--- src/rtl/core/lz78_phrase_encoder_defines.svh ---
// Assertion macros shared by the LZ78 phrase encoder RTL.
`ifndef LZ78_PHRASE_ENCODER_DEFINES_SVH
`define LZ78_PHRASE_ENCODER_DEFINES_SVH

// Same-cycle implication, sampled on clk and disabled during reset.
`define LZ_ASSERT_NOW(label, ante, cons, msg) \
    label: assert property (@(posedge clk) disable iff (!rst_n) (ante) |-> (cons)) \
        else $error(msg);

// Next-cycle implication, sampled on clk and disabled during reset.
`define LZ_ASSERT_NEXT(label, ante, cons, msg) \
    label: assert property (@(posedge clk) disable iff (!rst_n) (ante) |=> (cons)) \
        else $error(msg);

`endif

--- src/rtl/core/lz78_pkg.sv ---
// Package with the types and constants of the LZ78 phrase encoder.
`default_nettype none

package lz78_pkg;

    localparam int SYM_W      = 8;
    localparam int PHRASE_W   = 12;
    localparam int LIMIT_W    = 13;
    localparam int APB_DATA_W = 32;
    localparam int APB_ADDR_W = 3;
    localparam int REG_IDX_W  = 1;

    localparam logic [REG_IDX_W-1:0] REG_DICT_LIMIT = 1'b0;
    localparam logic [LIMIT_W-1:0]   LIMIT_RESET    = 13'd4096;

    typedef enum logic [1:0] {
        ST_CLEAR,
        ST_IDLE,
        ST_CHECK
    } lz_state_t;

    typedef struct packed {
        logic [SYM_W-1:0]    symbol;
        logic [PHRASE_W-1:0] phrase;
        logic                full;
    } lz_result_t;

endpackage

`default_nettype wire

--- src/rtl/core/lz78_apb_regs.sv ---
// APB register block holding the dictionary limit.
`default_nettype none

module lz78_apb_regs import lz78_pkg::*; (
    input  wire logic                  clk,
    input  wire logic                  rst_n,
    input  wire logic                  psel,
    input  wire logic                  penable,
    input  wire logic                  pwrite,
    input  wire logic [APB_ADDR_W-1:0] paddr,
    input  wire logic [APB_DATA_W-1:0] pwdata,
    output      logic [APB_DATA_W-1:0] prdata,
    output      logic                  pready,
    output      logic [LIMIT_W-1:0]    dict_limit
);

    logic [LIMIT_W-1:0]   limit_reg;
    logic [LIMIT_W-1:0]   limit_next;
    logic [REG_IDX_W-1:0] reg_idx;
    logic                 wr_en;

    assign reg_idx = paddr[APB_ADDR_W-1:2];
    assign pready  = 1'b1;
    assign wr_en   = psel && penable && pwrite && pready;

    always_comb
    begin
        limit_next = limit_reg;
        prdata     = '0;
        unique case (reg_idx)
            REG_DICT_LIMIT:
            begin
                prdata = APB_DATA_W'(limit_reg);
                if (wr_en)
                begin
                    limit_next = pwdata[LIMIT_W-1:0];
                end
            end
            default:
            begin
                prdata = '0;
            end
        endcase
    end

    always_ff @(posedge clk or negedge rst_n)
    begin
        if (!rst_n)
        begin
            limit_reg <= LIMIT_RESET;
        end
        else
        begin
            limit_reg <= limit_next;
        end
    end

    assign dict_limit = limit_reg;

endmodule

`default_nettype wire

--- config.mk ---
export PLATFORM = sky130hd
export DESIGN_NAME = lz78_apb_regs
export DESIGN_NICKNAME = d
export VERILOG_FILES = /design/src/rtl/core/lz78_phrase_encoder_defines.svh /design/src/rtl/core/lz78_pkg.sv /design/src/rtl/core/lz78_apb_regs.sv
export SDC_FILE = /design/constraint.sdc
export NUM_CORES = 1
export LEC_CHECK = 0
export BUFFER_PORTS_ARGS = -buffer_cell sky130_fd_sc_hd__buf_2
export CORE_MARGIN = 2
export CORE_UTILIZATION = 35
export CTS_BUF_LIST = sky130_fd_sc_hd__clkbuf_8
export CTS_CLUSTER_DIAMETER = 50
export DETAILED_ROUTE_END_ITERATION = 10
export PLACE_DENSITY = 0.79
export SLEW_MARGIN = 20
export SYNTH_ARGS = -nofsm -noshare
export SYNTH_HDL_FRONTEND = slang
export SYNTH_SLANG_ARGS = --single-unit
export TNS_END_PERCENT = 50
--- constraint.sdc ---
create_clock -name clk -period 0.9 [get_ports clk]
set_input_delay 0.135 -clock clk [delete_from_list [all_inputs] [get_ports clk]]
set_output_delay 0.135 -clock clk [all_outputs]
set_load 0.02 [all_outputs]
* Word-level counts from Yosys, hierarchy flattened
Cells that the tools add are included.
Word-level totals: register bits 13, input bits 40, output and inout port bits 46, word-level logic and storage cells 6
Operators by class: multiplexer cells 1, bitwise operators 1, reductions and logical operators 3
Operators with widths (count):
- 2-to-1 mux 13 bit | 1
- logical AND 1 bit | 2
- AND reduction 2 bit | 1
- inverter 1 bit | 1

* Logic depth before layout (Yosys ltp)
word-level depth 3, mapped depth 3, gate-level depth less buffers 2

* Worst setup path before layout
No wires, ideal clock.
path kind flip-flop to output port, start register limit_reg[11], in the netlist dict_limit[11], end output port prdata[11], data arrival time 0.814 ns, required time 0.765 ns, setup slack -0.049 ns, stages on the path, launching flop included 2, buffers on the path 0, cells stage by stage dfrtp_1 -> nor2b_1
Between the ends: longest elaborated chain between the ends 1
Ends and longest elaborated chain:
- from (decl) | RTL line lz78_apb_regs.sv:17 | logic [LIMIT_W-1:0] limit_reg;
- from (signal assigned) | RTL line lz78_apb_regs.sv:54 | limit_reg <= limit_next;
- 2-to-1 mux 13 bit | RTL line lz78_apb_regs.sv:30 | unique case (reg_idx)
- to (decl) | RTL line lz78_apb_regs.sv:12 | output logic [APB_DATA_W-1:0] prdata,
Every way passes these cells.

* Worst setup path in the final report
start register limit_reg[12], in the netlist dict_limit[12], end output port prdata[12]
The elaborated chain is that of the path after synthesis.

==> impl_metrics.ini <==
[clock_network]
ctsHtreeMaxLevel = 1
cts-buffers-inserted = 3
numClockSinks = 13
ctsRootBufferMaster = clkbuf_8
clockBufferDepth = 2
clk_latency_ns = 0.23
cts_tree = yes
clkTransAtPathRegs_ns = 0.05

[pwr]
p_comb_share_pct = 48.8
vdd.ir_drop.worst_v = 0.00112
total_power_mw = 2.55
swShare_pct = 33.8
p_leak_nw = 0.713
power_frac_seq_pct = 31.9
p_sw_uw = 862
internal_power_mw = 1.69
clockPowerShare_pct = 19.2
p_per_area_nw_per_um2 = 2050

[yosys]
synthXorXnorAreaFrac_pct = 0
yosysTopAreaCell = dfrtp_1
yosysWarnings = 0
netlist_instances = 64
synth_top_family_by_area = multiplexers
syn_area_um2 = 792
syn_avg_cell_area_um2 = 12.4
yosys.area_share.simple_pct = 13.7
synthAdderAreaFrac_pct = 0
synth_top_area_share_pct = 37.9
yosys-top-cells-area = dfrtp_1, buf_4, mux2_4
ys_seq_elements = 13
yosysSeqAreaShare_pct = 41.2
synth.distinct_cells = 11
synth-compound-area-share_pct = 0
synth.area.mux_share_pct = 23.2

[layout]
largest_reg_flops = 13
layout_commonest_cell = buf_2
final_util_pct = 57.4
final_cell_mix = buf_2, conb_1, buf_6, dfrtp_1, mux2_4
nets = 162
antenna_cells = 0
final_cell_area_um2 = 1240
syn_to_final_growth_pct = 57.2
drive_gt1_share_pct = 66.1
layout.cells.non_filler = 149

[hold_path]
min_from = pwdata[6]
min_path_cells = 2
hold_path.class = in2reg
hold_path_end = dict_limit[6]

[timing]
holdWs_ns = 0.128
tns_ns = -2.72
finalMaxSlewViolations = 0
fin_crit_sh_pct = 127
rsz0062_at_grt = yes
hold_violations = 0
fmax_ghz = 0.875
skew_ns = 0
setup_ws_ns = -0.243
fin_crit_ns = 1.14
setup_violations = 27

[global_routing]
grt_pass1_wl_um = 2550
grt_overflow = 0
antenna_found_initial = 0
grt_pass1_vias = 603
track_usage_pct = 13.6
grt_max_degree = 14

[route]
drcViolationCount = 0
viasPerCell = 4.03
drt_iter0_drc = 4
vias = 600
drt-total-wl_um = 1740
drt_first_pass_iters = 2
routedWlPerCell_um = 11.7
ant_nets = 0

[place]
dp_worst_setup_slack_ns = -0.110
placedCellCount = 134
place_area_um2 = 990
dp.final_hpwl_um = 1140
port_buffers = 44
gp_congestion = 0.642

[status]
outcome = finished, violations left
violations = setup timing

[die]
die_x_um = 51.6
die_h_um = 51.6
core_um2 = 2170
fp-row-count = 17
ios = 86
die-area_um2 = 2660
start_util_pct = 36.5

[worst_setup_path]
slowest_stage = dfstp_2
reg2reg_setup_slack_ns = -0.09
worstSetupStartpointType = flip-flop
cp_data_required_time_ns = 0.76
slowest_delay_ns = 0.52
crit_chain = and2b_1 > buf_6
arrival_ns = 1.01
crit_path_end_kind = primary output
cp_max_fo = 2
startpoint = dict_limit[12]
rr_startpoint = dict_limit[2]
worstSetupPathType = reg2out
r2r_cells = 3
reg2reg_to = dict_limit[2]

[flow_run]
max_cap_violations = 0
[cell families after synthesis]
group / after synthesis
buffers and inverters: 22
flip-flops: 13
AND/OR/NAND/NOR: 14
other: 2
multiplexers: 13
[how the worst max path moves through the flow]
stage,slack [ns],endpoint
after global placement,-0.09,dict_limit[3]
after floorplan,-0.05,prdata[5]
final,-0.24,prdata[12]
after global routing,-0.27,prdata[12]
after CTS,-0.25,prdata[12]
after detailed placement,-0.11,dict_limit[1]
[critical path, delay by kind of cell, from the launching register on]
family	cells	cell delay, ns
buffers and inverters	1	0.11
flip-flops	1	0.52
AND/OR/NAND/NOR	1	0.13
[cell usage after synthesis]
| library cell | count |
|---|---|
| mux2_2 | 3 |
| buf_4 | 20 |
| mux2_4 | 10 |
| nand4b_4 | 1 |
| dfrtp_1 | 12 |
| dfstp_2 | 1 |
| and2b_1 | 3 |
| nor2b_1 | 10 |
| buf_6 | 1 |
| conb_1 | 2 |
| clkbuf_1 | 1 |
[power by group through the flow]
stage                     Clock [mW]  Combinational, mW  Sequential [mW]
after floorplan                    0              0.509            0.974
after global placement             0              0.882            0.809
after detailed placement           0              0.898            0.817
after CTS                      0.507               1.15            0.806
after global routing           0.535               1.32            0.831
final                          0.491               1.25            0.814
[routing by layer]
| metal | track usage (%) | part of all wire, % | routed length [um] |
|---|---|---|---|
| met5 | 0 | 0 | 0 |
| met4 | 3.95 | 0 | 0 |
| met3 | 4.02 | 8.7 | 151 |
| met2 | 28.8 | 57 | 984 |
| met1 | 11.8 | 35 | 605 |
[cell type report]
cell class / count / area, um2
timing repair buffer: 57 / 425
clock inverter: 1 / 3.75
sequential: 13 / 327
tap: 28 / 35.0
fill: 180 / 925
clock buffer: 3 / 41.3
multi-input combinational: 47 / 413
[repair_timing]
action / in CTS / in global routing
pin swaps: 0 / 0
hold buffers: 1 / 0
setup buffers: 7 / 3
setup endpoints to repair: 26 / 30
resized for setup: 27 / 9
hold endpoints to repair: 12 / 0
(Power assumes the default switching activity.)
